[src/hdl/krt_pkg.sv]
`timescale 1ns / 1ps
// ----------------------------------------------------------------------------
// krt_pkg
// Shared types and codes for the keyed record table.
// ----------------------------------------------------------------------------
package krt_pkg;

  localparam logic [2:0] OP_SEARCH   = 3'd0;
  localparam logic [2:0] OP_INSERT   = 3'd1;
  localparam logic [2:0] OP_DELETE   = 3'd2;
  localparam logic [2:0] OP_DEL_ROLE = 3'd3;
  localparam logic [2:0] OP_MAX_HP   = 3'd4;
  localparam logic [2:0] OP_DUMP     = 3'd5;

  localparam logic [2:0] ST_OK        = 3'd0;
  localparam logic [2:0] ST_NOT_FOUND = 3'd1;
  localparam logic [2:0] ST_DUPLICATE = 3'd2;
  localparam logic [2:0] ST_FULL      = 3'd3;
  localparam logic [2:0] ST_EMPTY     = 3'd4;

  typedef struct packed {
    logic [63:0] key_high;
    logic [63:0] key_mid;
    logic [31:0] key_low;
    logic [15:0] hit_points;
    logic [15:0] mana_points;
    logic [15:0] move_speed;
    logic [15:0] reach;
    logic [63:0] role_high;
    logic [15:0] role_low;
  } record_t;

  // Commands from the controller to the datapath.
  typedef struct packed {
    logic load;    // capture a new request
    logic scan;    // read the slot at the scan address
    logic finish;  // commit table updates, fetch the reported slot
    logic report;  // present the final result
  } ctrl_cmd_t;

endpackage

[src/hdl/krt_ctrl.sv]
`timescale 1ns / 1ps
// ----------------------------------------------------------------------------
// krt_ctrl
// Sequencer: walks the scan address over every slot, then finishes and reports.
// ----------------------------------------------------------------------------
module krt_ctrl #(
  parameter int ENTRIES = 64
) (
  input  logic                       clk,
  input  logic                       rst,
  input  logic                       start,
  output logic                       busy,
  output krt_pkg::ctrl_cmd_t         cmd,
  output logic [$clog2(ENTRIES)-1:0] scan_addr
);
  import krt_pkg::*;

  localparam int IDX_W = $clog2(ENTRIES);
  localparam logic [IDX_W-1:0] LAST_SLOT = IDX_W'(ENTRIES - 1);

  typedef enum logic [2:0] {S_IDLE, S_SCAN, S_DRAIN, S_FINISH, S_REPORT} state_t;

  state_t           state;
  logic [IDX_W-1:0] cnt;

  always_ff @(posedge clk) begin
    if (rst) begin
      state <= S_IDLE;
      cnt   <= '0;
    end else begin
      case (state)
        S_IDLE: begin
          cnt <= '0;
          if (start) state <= S_SCAN;
        end
        S_SCAN: begin
          // advance one slot a cycle
          if (cnt == LAST_SLOT) state <= S_DRAIN;
          else cnt <= cnt + 1'b1;
        end
        S_DRAIN:  state <= S_FINISH;
        S_FINISH: state <= S_REPORT;
        S_REPORT: state <= S_IDLE;
        default:  state <= S_IDLE;
      endcase
    end
  end

  assign busy       = (state != S_IDLE);
  assign scan_addr  = cnt;
  assign cmd.load   = (state == S_IDLE) && start;
  assign cmd.scan   = (state == S_SCAN);
  assign cmd.finish = (state == S_FINISH);
  assign cmd.report = (state == S_REPORT);

endmodule

[config.mk]
export PLATFORM = sky130hd
export DESIGN_NAME = krt_ctrl
export DESIGN_NICKNAME = d
export VERILOG_FILES = /design/src/hdl/krt_pkg.sv /design/src/hdl/krt_ctrl.sv
export SDC_FILE = /design/constraint.sdc
export NUM_CORES = 1
export LEC_CHECK = 0
export BUFFER_PORTS_ARGS = -buffer_cell sky130_fd_sc_hd__clkbuf_2
export CAP_MARGIN = 20
export CORE_AREA = 2 2 39 41
export CTS_CLUSTER_SIZE = 40
export DETAILED_ROUTE_END_ITERATION = 16
export DIE_AREA = 0 0 41 43
export MAX_ROUTING_LAYER = met4
export PLACE_DENSITY = 0.64
export SLEW_MARGIN = 20
export SYNTH_ARGS = -nofsm -noshare
export SYNTH_HDL_FRONTEND = slang
export SYNTH_SLANG_ARGS = --single-unit
[constraint.sdc]
create_clock -name clk -period 2.4 [get_ports clk]
set_input_delay 0.48 -clock clk [delete_from_list [all_inputs] [get_ports clk]]
set_output_delay 0.48 -clock clk [all_outputs]
set_load 0.1 [all_outputs]
==> key figures, run 1 <==
Outcome
  – Outcome: finished, final reports clean

Yosys
  – XOR/XNOR share of the synthesized area: 0
  – Top FF cell, synth: dfxtp_1
  – Top post-synthesis cells by count: 9 x dfxtp_1, 5 x nand4_1, 4 x inv_1
  – Post-synthesis sequential area ratio: 0.343
  – Share of Yosys cell area claimed by the top area cell type: 0.343
  – Seq cells post-synth: 9
  – EDFF count, synth: 0
  – Gate Count Post-Synth: 60
  – Synthesized cell area: 526 um^2
  – Syn_nets: 64
  – Syn avg cell area: 8.76 um^2
  – Unique masters post-synth: 30
  – Top-count cell post-synth: dfxtp_1
  – Largest family of logic cells by synthesized area: compound AO/OA/AOI/OAI gates
  – Synth warn: 0
  – Synth top area cells: dfxtp_1 34%, nand4_1 6.0%, a211oi_1 4.3%
  – Post-synthesis adder-cell area fraction: 0.0238
  – Mux cell area share after synthesis: 0
  – Post-synthesis compound-gate area fraction: 0.288
  – Ys async rst share: 0
  – Synth area leader: dfxtp_1
  – Simple-gate share of the synthesized area: 0.252

Place
  – # port buffers: 13
  – Dpl cells: 83
  – DP HPWL: 792 um
  – Placer congestion estimate: 0.803

Finish
  – Post-Layout Cell Count: 87
  – Total Nets Final: 76
  – Layout cells sized above 1: 0.324
  – Antenna Cells: 0
  – Syn-to-layout area delta: 16.2%

Power and ir drop
  – Static Leak: 0.245 nW
  – Sw Pwr: 0.111 mW
  – Clk pwr share: 0.362
  – Logic pwr share: 0.166
  – VDD IR max: 0.000241 V
  – Cell Int Power: 0.227 mW
  – Sw Share: 0.328
  – Flop pwr share: 0.472
  – PwrDens: 553 nW/um^2

Detailed routing
  – DR vias: 512
  – Post-DR vias/cell: 5.89
  – Routed WL per cell: 13.5 um
  – Final wirelength: 1180 um
  – DRC errors left: 0
  – Drt first pass iters: 4
  – DRT iter0 DRCs: 16
  – Antenna viol nets, final: 0

Floorplan
  – Cell row count: 14
  – Core Area: 1380 um^2
  – Starting Density: 0.380
  – Die span in x: 41 um
  – Total Die Area: 1760 um^2
  – Die span in y: 43 um
  – Top-level port count: 14

Min path
  – Hold path startpoint: rst
  – Hold endpoint: scan_addr[0]
  – Hold Crit Depth: 2
  – Worst hold path type: input port to flip-flop

Worst setup path
  – Crit path DAT: 1700 ps
  – Reg2reg path depth: 4
  – Critical path class: flip-flop to primary output
  – Crit. End Element: primary output
  – CP startpoint kind: flip-flop
  – FF-to-FF setup slack: 910 ps
  – RR Startpoint: scan_addr[0]
  – Highest net fanout along the worst path: 14
  – CP required: 1920 ps
  – RR Endpoint: scan_addr[4]

Clock tree
  – Reg clk slew, reported paths: 60 ps
  – H-tree levels: 1
  – Post-CTS Setup Bufs: 0
  – Total CTS buffers: 3
  – TritonCTS clock tree: done
  – Sink Count: 9
  – Clk Tree Root Cell: clkbuf_4
  – Resize count post-CTS: 0
  – CTS Hold Bufs: 0
  – Clk buf depth: 2
  – Clock Latency Late Sink: 270 ps

STA
  – Tmin final: 2180 ps
  – Slew Limit Fails: 0
  – RSZ-0062 raised after global routing: false
  – Fmax achieved: 0.459 GHz
  – Final Hold Vio Count: 0
  – Final Setup Violations: 0
  – Relative slew margins: 0.641
  – Setup TNS: 0 ps
  – Fin crit share: 0.908
  – Final Skew: 3.38 ps
  – Worst-margin pin slew: 541 ps

GRT
  – Largest net degree at the start of global routing: 15
  – All-Layer GR Usage: 0.175
  – Grt total ovfl: 0
  – First-pass GRT wire length: 1930 um
  – Initial antenna violation count: 0
  – Number of global-route vias before repair: 432

Run
  – MaxCap Viol Count: 0
[final cells by class]
class,count,area [um^2]
repair buffers,13,65.1
multi-input cells,41,304
clock buffers,4,26.3
inverters,4,15.0
fillers,153,773
flip-flops and latches,9,180
well taps,16,20.0
[power groups by stage]
stage | Combinational, mW | Sequential (mW) | Clock, mW
2_1_floorplan | 0.0415 | 0.168 | 0
3_3_place_gp | 0.0559 | 0.163 | 0
4_1_cts | 0.0561 | 0.159 | 0.126
5_1_grt | 0.0591 | 0.160 | 0.137
6_report | 0.0560 | 0.159 | 0.122
3_5_place_dp | 0.0560 | 0.162 | 0
[critical path, stage by stage, from the launching register on]
cell and delay, ps:
dfxtp_1 450, nor3_1 350, and2_1 180, clkbuf_2 450
[how the worst max path moves through the flow]
stage | cells past startpoint | end | start | slack, ps
after floorplan | 2 | cmd[0] | state[0] | 140
after global placement | 3 | cmd[3] | state[0] | 510
after detailed placement | 3 | cmd[3] | state[0] | 520
after CTS | 3 | cmd[3] | state[0] | 230
after global routing | 3 | cmd[3] | state[0] | 90
final | 3 | cmd[3] | state[0] | 220
[cells by family (layout without fill, tap and decap cells)]
kind of cell,Yosys count,after routing
simple gates,21,21
buf+inv,10,21
fa+ha+maj,1,1
flops,9,9
compound gates,19,19
[flip-flops by register name, summed over array words and instances (netlist names)]
| name | flops |
|---|---|
| scan_addr | 6 |
| state | 3 |
[cell usage in the layout, fill, tap and decap left out, types with 2 or more instances in the layout]
cell       instances
clkbuf_2          13
dfxtp_1            9
nand4_1            5
inv_1              4
nor3_1             3
a211oi_1           3
o21ai_0            3
clkbuf_4           3
nor2_2             2
and2_1             2
nand2_1            2
o31ai_1            2
o2111ai_1          2
a31oi_1            2
[through the flow]
step	utilization	hold WS [ps]	setup slack, ps	cell area [um^2]	power [mW]
after global placement	0.422	607	511	584	0.218
after global routing	0.441	511	88.1	611	0.356
final	0.441	500	221	611	0.337
after floorplan	-	497	142	533	0.209
after CTS	0.441	494	229	611	0.341
after detailed placement	0.422	596	517	584	0.218
[metal layers]
layer / GRT usage / share of wire / vias up
met5: - / 0 / -
met4: 0.140 / 0.037 / 0
met3: 0.0628 / 0.074 / 4
met2: 0.172 / 0.40 / 20
met1: 0.266 / 0.48 / 233
li1: - / - / 255
Power figures use the tool's default switching activity.
==> run 2, diff against run 1 <==
CTS_BUF_LIST = sky130_fd_sc_hd__clkbuf_4 sky130_fd_sc_hd__clkbuf_8   (was unset)
==> run 2 against run 1 <==
Critical path depth unchanged; non-clock buffer count is the same; clock power grew 9%; sequential cell count did not move; setup slack improved by 9.5 ps; sequential share of layout area decreased by 0.18 points; die area unchanged; sequential power is essentially flat; final area up 0.61%; first-iteration DRC count down 6.3%; clock-buffer cell count is the same; via count stayed put; largest cell class unchanged; largest power group unchanged.
==> key figures, run 2 (synthesis gave the netlist of run 1 again) <==
Finish
  – Syn-to-layout area delta: 16.9%
  – Total Nets Final: 76
  – Max FFs per register: 6
  – Layout cells sized above 1: 0.338
  – Commonest cells after routing, fill and taps aside: 13 x clkbuf_2, 9 x dfxtp_1, 5 x nand4_1, 4 x inv_1, 4 x clkbuf_4
  – Antenna Cells: 0
  – Commonest non-fill, non-tap cell in the layout: clkbuf_2

Power and ir drop
  – Static Leak: 0.249 nW
  – VDD IR max: 0.000241 V
  – PwrDens: 567 nW/um^2

Floorplan
  – Starting Density: 0.380
  – Core Area: 1380 um^2
  – Top-level port count: 14
  – Cell row count: 14
  – Die span in y: 43 um
  – Die span in x: 41 um
  – Total Die Area: 1760 um^2

Detailed routing
  – Routed WL per cell: 13.6 um
  – Antenna viol nets, final: 0
  – Post-DR vias/cell: 5.89
  – Drt first pass iters: 6
  – Final wirelength: 1190 um
  – DRC errors left: 0
  – DRT iter0 DRCs: 15
  – DR vias: 512

STA
  – Tmin final: 2170 ps
  – Fin crit share: 0.904
  – Relative slew margins: 0.640
  – Final Setup Violations: 0
  – Final Hold Vio Count: 0
  – Setup TNS: 0 ps
  – Final Skew: 3.16 ps
  – Fmax achieved: 0.461 GHz
  – Setup ws final: 230 ps
  – RSZ-0062 raised after global routing: false
  – Worst-margin pin slew: 542 ps
  – Slew Limit Fails: 0

Worst setup path
  – Crit path DAT: 1690 ps
  – Reg2reg path depth: 4
  – Crit. End Element: primary output
  – Critical path class: flip-flop to primary output
  – Highest net fanout along the worst path: 14
  – CP required: 1920 ps
  – Max incr delay on CP: 450 ps
  – CP max-delay cell: dfxtp_1
  – CP startpoint kind: flip-flop
  – Crit-path cells: nor3_1, and2_1, clkbuf_2

Clock tree
  – Total CTS buffers: 3
  – Sink Count: 9
  – Clock Latency Late Sink: 270 ps
  – Resize count post-CTS: 0
  – Post-CTS Setup Bufs: 0
  – H-tree levels: 1
  – TritonCTS clock tree: done
  – Clk buf depth: 2
  – Reg clk slew, reported paths: 70 ps
  – CTS Hold Bufs: 0
  – Clk Tree Root Cell: clkbuf_4

Place
  – Pre-CTS WS: 517 ps
  – DP HPWL: 792 um
  – # port buffers: 13
  – Placer congestion estimate: 0.803

GRT
  – Initial antenna violation count: 0
  – All-Layer GR Usage: 0.178
  – Grt total ovfl: 0
  – Largest net degree at the start of global routing: 15
  – Number of global-route vias before repair: 440
  – First-pass GRT wire length: 1960 um

Min path
  – Worst hold path type: input port to flip-flop
  – Hold Crit Depth: 2

Outcome
  – Outcome: finished, final reports clean

Run
  – MaxCap Viol Count: 0
[run 2: changes by cell type in the layout (fill, tap and decap cells not counted)]
cell      previous run  this run
clkbuf_1             1         0
clkbuf_4             3         4
[run 2: area by class of cell]
class / instances / area [um^2]
clock buffers: 4 / 30.0
fillers: 153 / 769
inverters: 4 / 15.0
multi-input cells: 41 / 304
flip-flops and latches: 9 / 180
well taps: 16 / 20.0
repair buffers: 13 / 65.1
[run 2: worst paths after layout]
path	slack (ps)	start	end
worst min-delay path	510	rst	scan_addr[0]
worst min register to register	610	scan_addr[1]	scan_addr[1]
worst max-delay path	230	state[0]	cmd[3]
worst max register to register	900	scan_addr[0]	scan_addr[4]
[run 2: worst max-delay path: cells and delay by family (launching register included)]
family	cells	cell delay (ps)
buffers and inverters	1	450
AND/OR/NAND/NOR	2	530
flip-flops	1	450
[run 2: where the power goes]
group          total, mW  internal, mW  switching, mW
clock              0.133        0.0756         0.0575
sequential         0.159         0.152        0.00737
combinational     0.0560        0.0107         0.0453
total              0.348         0.238          0.110
[run 2: metrics by stage]
stage / hold WS (ps) / power (mW) / cell area, um^2 / std cells / utilization
floorplan: 497 / 0.209 / 533 / 60 / -
global placement: 607 / 0.218 / 584 / 83 / 0.422
detailed placement: 596 / 0.218 / 584 / 83 / 0.422
CTS: 494 / 0.353 / 614 / 87 / 0.444
global route: 511 / 0.368 / 614 / 87 / 0.444
finish: 506 / 0.348 / 614 / 87 / 0.444
[run 2: routing by layer]
layer	global-route usage	wire length [um]	vias to the layer above
li1	-	-	257
met1	0.266	602	233
met2	0.178	470	17
met3	0.0628	68	5
met4	0.140	45	0
met5	-	0	-
==> run 3, diff against run 2 <==
--- a/config.mk
+++ b/config.mk
@@ -15,4 +15,5 @@
 export MAX_ROUTING_LAYER = met4
 export PLACE_DENSITY = 0.64
+export SKIP_CTS_REPAIR_TIMING = 1
 export SLEW_MARGIN = 20
 export SYNTH_ARGS = -nofsm -noshare
==> constraint.sdc (replaced) <==
create_clock -name clk -period 2.4 [get_ports clk]
set_input_delay 0.12 -clock clk [delete_from_list [all_inputs] [get_ports clk]]
set_output_delay 0.12 -clock clk [all_outputs]
set_load 0.1 [all_outputs]
==> run 3 against run 2 <==
Die area unchanged; routed wire length fell by 4.8%; global-route usage is 2.0 points lower; hold slack worse by 370 ps; core utilization down 0.18 points; cell count is the same; non-clock buffer count is the same; final area is 0.41% lower; register-to-register slack about the same; via count decreased by 2.5%; clock-buffer cell count unchanged; highest routed layer unchanged.
==> key figures, run 3 (synthesis gave the netlist of run 1 again) <==
GRT
  – First-pass GRT wire length: 1790 um
  – Largest net degree at the start of global routing: 15
  – Initial antenna violation count: 0
  – Grt total ovfl: 0
  – Number of global-route vias before repair: 396
  – All-Layer GR Usage: 0.157

STA
  – Fin crit share: 0.758
  – Fmax achieved: 0.550 GHz
  – Relative slew margins: 0.642
  – Slew Limit Fails: 0
  – Worst-margin pin slew: 539 ps
  – Final Hold Vio Count: 0
  – Final Skew: 0.811 ps
  – Final Setup Violations: 0
  – Hold_ws: 140 ps
  – Setup TNS: 0 ps
  – RSZ-0062 raised after global routing: false
  – Setup ws final: 581 ps
  – Tmin final: 1820 ps

Floorplan
  – Die span in y: 43 um
  – Starting Density: 0.380
  – Total Die Area: 1760 um^2
  – Cell row count: 14
  – Die span in x: 41 um
  – Top-level port count: 14
  – Core Area: 1380 um^2

Clock tree
  – Reg clk slew, reported paths: 60 ps
  – H-tree levels: 1
  – Sink Count: 9
  – Clock Latency Late Sink: 270 ps
  – Total CTS buffers: 3
  – Clk buf depth: 2
  – TritonCTS clock tree: done
  – Clk Tree Root Cell: clkbuf_4

Power and ir drop
  – VDD IR max: 0.000363 V
  – Static Leak: 0.249 nW
  – PwrDens: 564 nW/um^2

Detailed routing
  – DRT iter0 DRCs: 9
  – DR vias: 499
  – DRC errors left: 0
  – Drt first pass iters: 4
  – Routed WL per cell: 13.0 um
  – Final wirelength: 1130 um
  – Post-DR vias/cell: 5.74
  – Antenna viol nets, final: 0

Run
  – MaxCap Viol Count: 0

Place
  – DP HPWL: 793 um
  – Placer congestion estimate: 0.804
  – # port buffers: 13
  – Pre-CTS WS: 866 ps
  – Dpl cells: 83

Finish
  – Fin util: 0.442
  – Antenna Cells: 0
  – Syn-to-layout area delta: 16.4%
  – Layout cells sized above 1: 0.324
  – Total Nets Final: 76
  – Commonest cells after routing, fill and taps aside: 13 x clkbuf_2, 9 x dfxtp_1, 5 x nand4_1, 4 x inv_1, 4 x clkbuf_4
  – Post-Layout Cell Count: 87
  – Max FFs per register: 6
  – Commonest non-fill, non-tap cell in the layout: clkbuf_2

Worst setup path
  – Highest net fanout along the worst path: 14
  – Worst path bufs/invs: 1
  – Critical path class: flip-flop to primary output
  – CP required: 2280 ps
  – Crit path DAT: 1700 ps
  – CP max-delay cell: dfxtp_1
  – Crit. End Element: primary output
  – Crit-path cells: nor3_1, and2_1, clkbuf_2
  – Max incr delay on CP: 450 ps
  – Delay-heaviest family, CP: simple AND/OR/NAND/NOR gates
  – Crit path launch: state[0]
  – RR Startpoint: scan_addr[0]
  – CP startpoint kind: flip-flop

Outcome
  – Outcome: finished, final reports clean

Min path
  – Hold path startpoint: rst
  – Worst hold path type: input port to flip-flop
run 3: cell count changes in the layout (fill, tap and decap cells not counted):
cell    delta
nor2_2     -1
nor2_1     +1
run 3: area by class of cell:
class | instances | area, um^2
Sequential cell | 9 | 180
Timing Repair Buffer | 13 | 65.1
Fill cell | 140 | 772
Clock buffer | 4 | 30.0
Multi-Input combinational cell | 41 | 302
Inverter | 4 | 15.0
Tap cell | 16 | 20.0
run 3: worst paths after layout:
kind | end | slack, ps | cells after the start
hold / removal | state[0] | 140 | 2
hold reg to reg | scan_addr[1] | 610 | 2
setup / recovery | cmd[3] | 580 | 3
setup reg to reg | scan_addr[4] | 910 | 4
run 3: worst reg2reg max path, cell delays in order (launching register included):
cell	delay [ps]
dfxtp_1	470
ha_1	390
inv_1	150
o31ai_1	240
a211oi_1	110
run 3: report_power, final:
| part | leakage (nW) | internal, mW | total, mW | switching [mW] |
|---|---|---|---|---|
| sequential | 0.0730 | 0.152 | 0.159 | 0.00736 |
| combinational | 0.158 | 0.0107 | 0.0557 | 0.0450 |
| clock | 0.0184 | 0.0755 | 0.130 | 0.0549 |
| total | 0.249 | 0.238 | 0.345 | 0.107 |
run 3: through the flow:
step	instance area, um^2	power, mW
3_3_place_gp	582	0.218
2_1_floorplan	531	0.209
4_1_cts	612	0.349
5_1_grt	612	0.359
6_report	612	0.345
3_5_place_dp	582	0.218
run 3: routing by layer:
| layer | vias up | track usage | routed length, um | share of wire |
|---|---|---|---|---|
| li1 | 256 | - | - | - |
| met1 | 227 | 0.222 | 548 | 0.48 |
| met2 | 11 | 0.188 | 501 | 0.44 |
| met3 | 5 | 0.0471 | 49 | 0.043 |
| met4 | 0 | 0.100 | 31 | 0.027 |
| met5 | - | - | 0 | 0 |
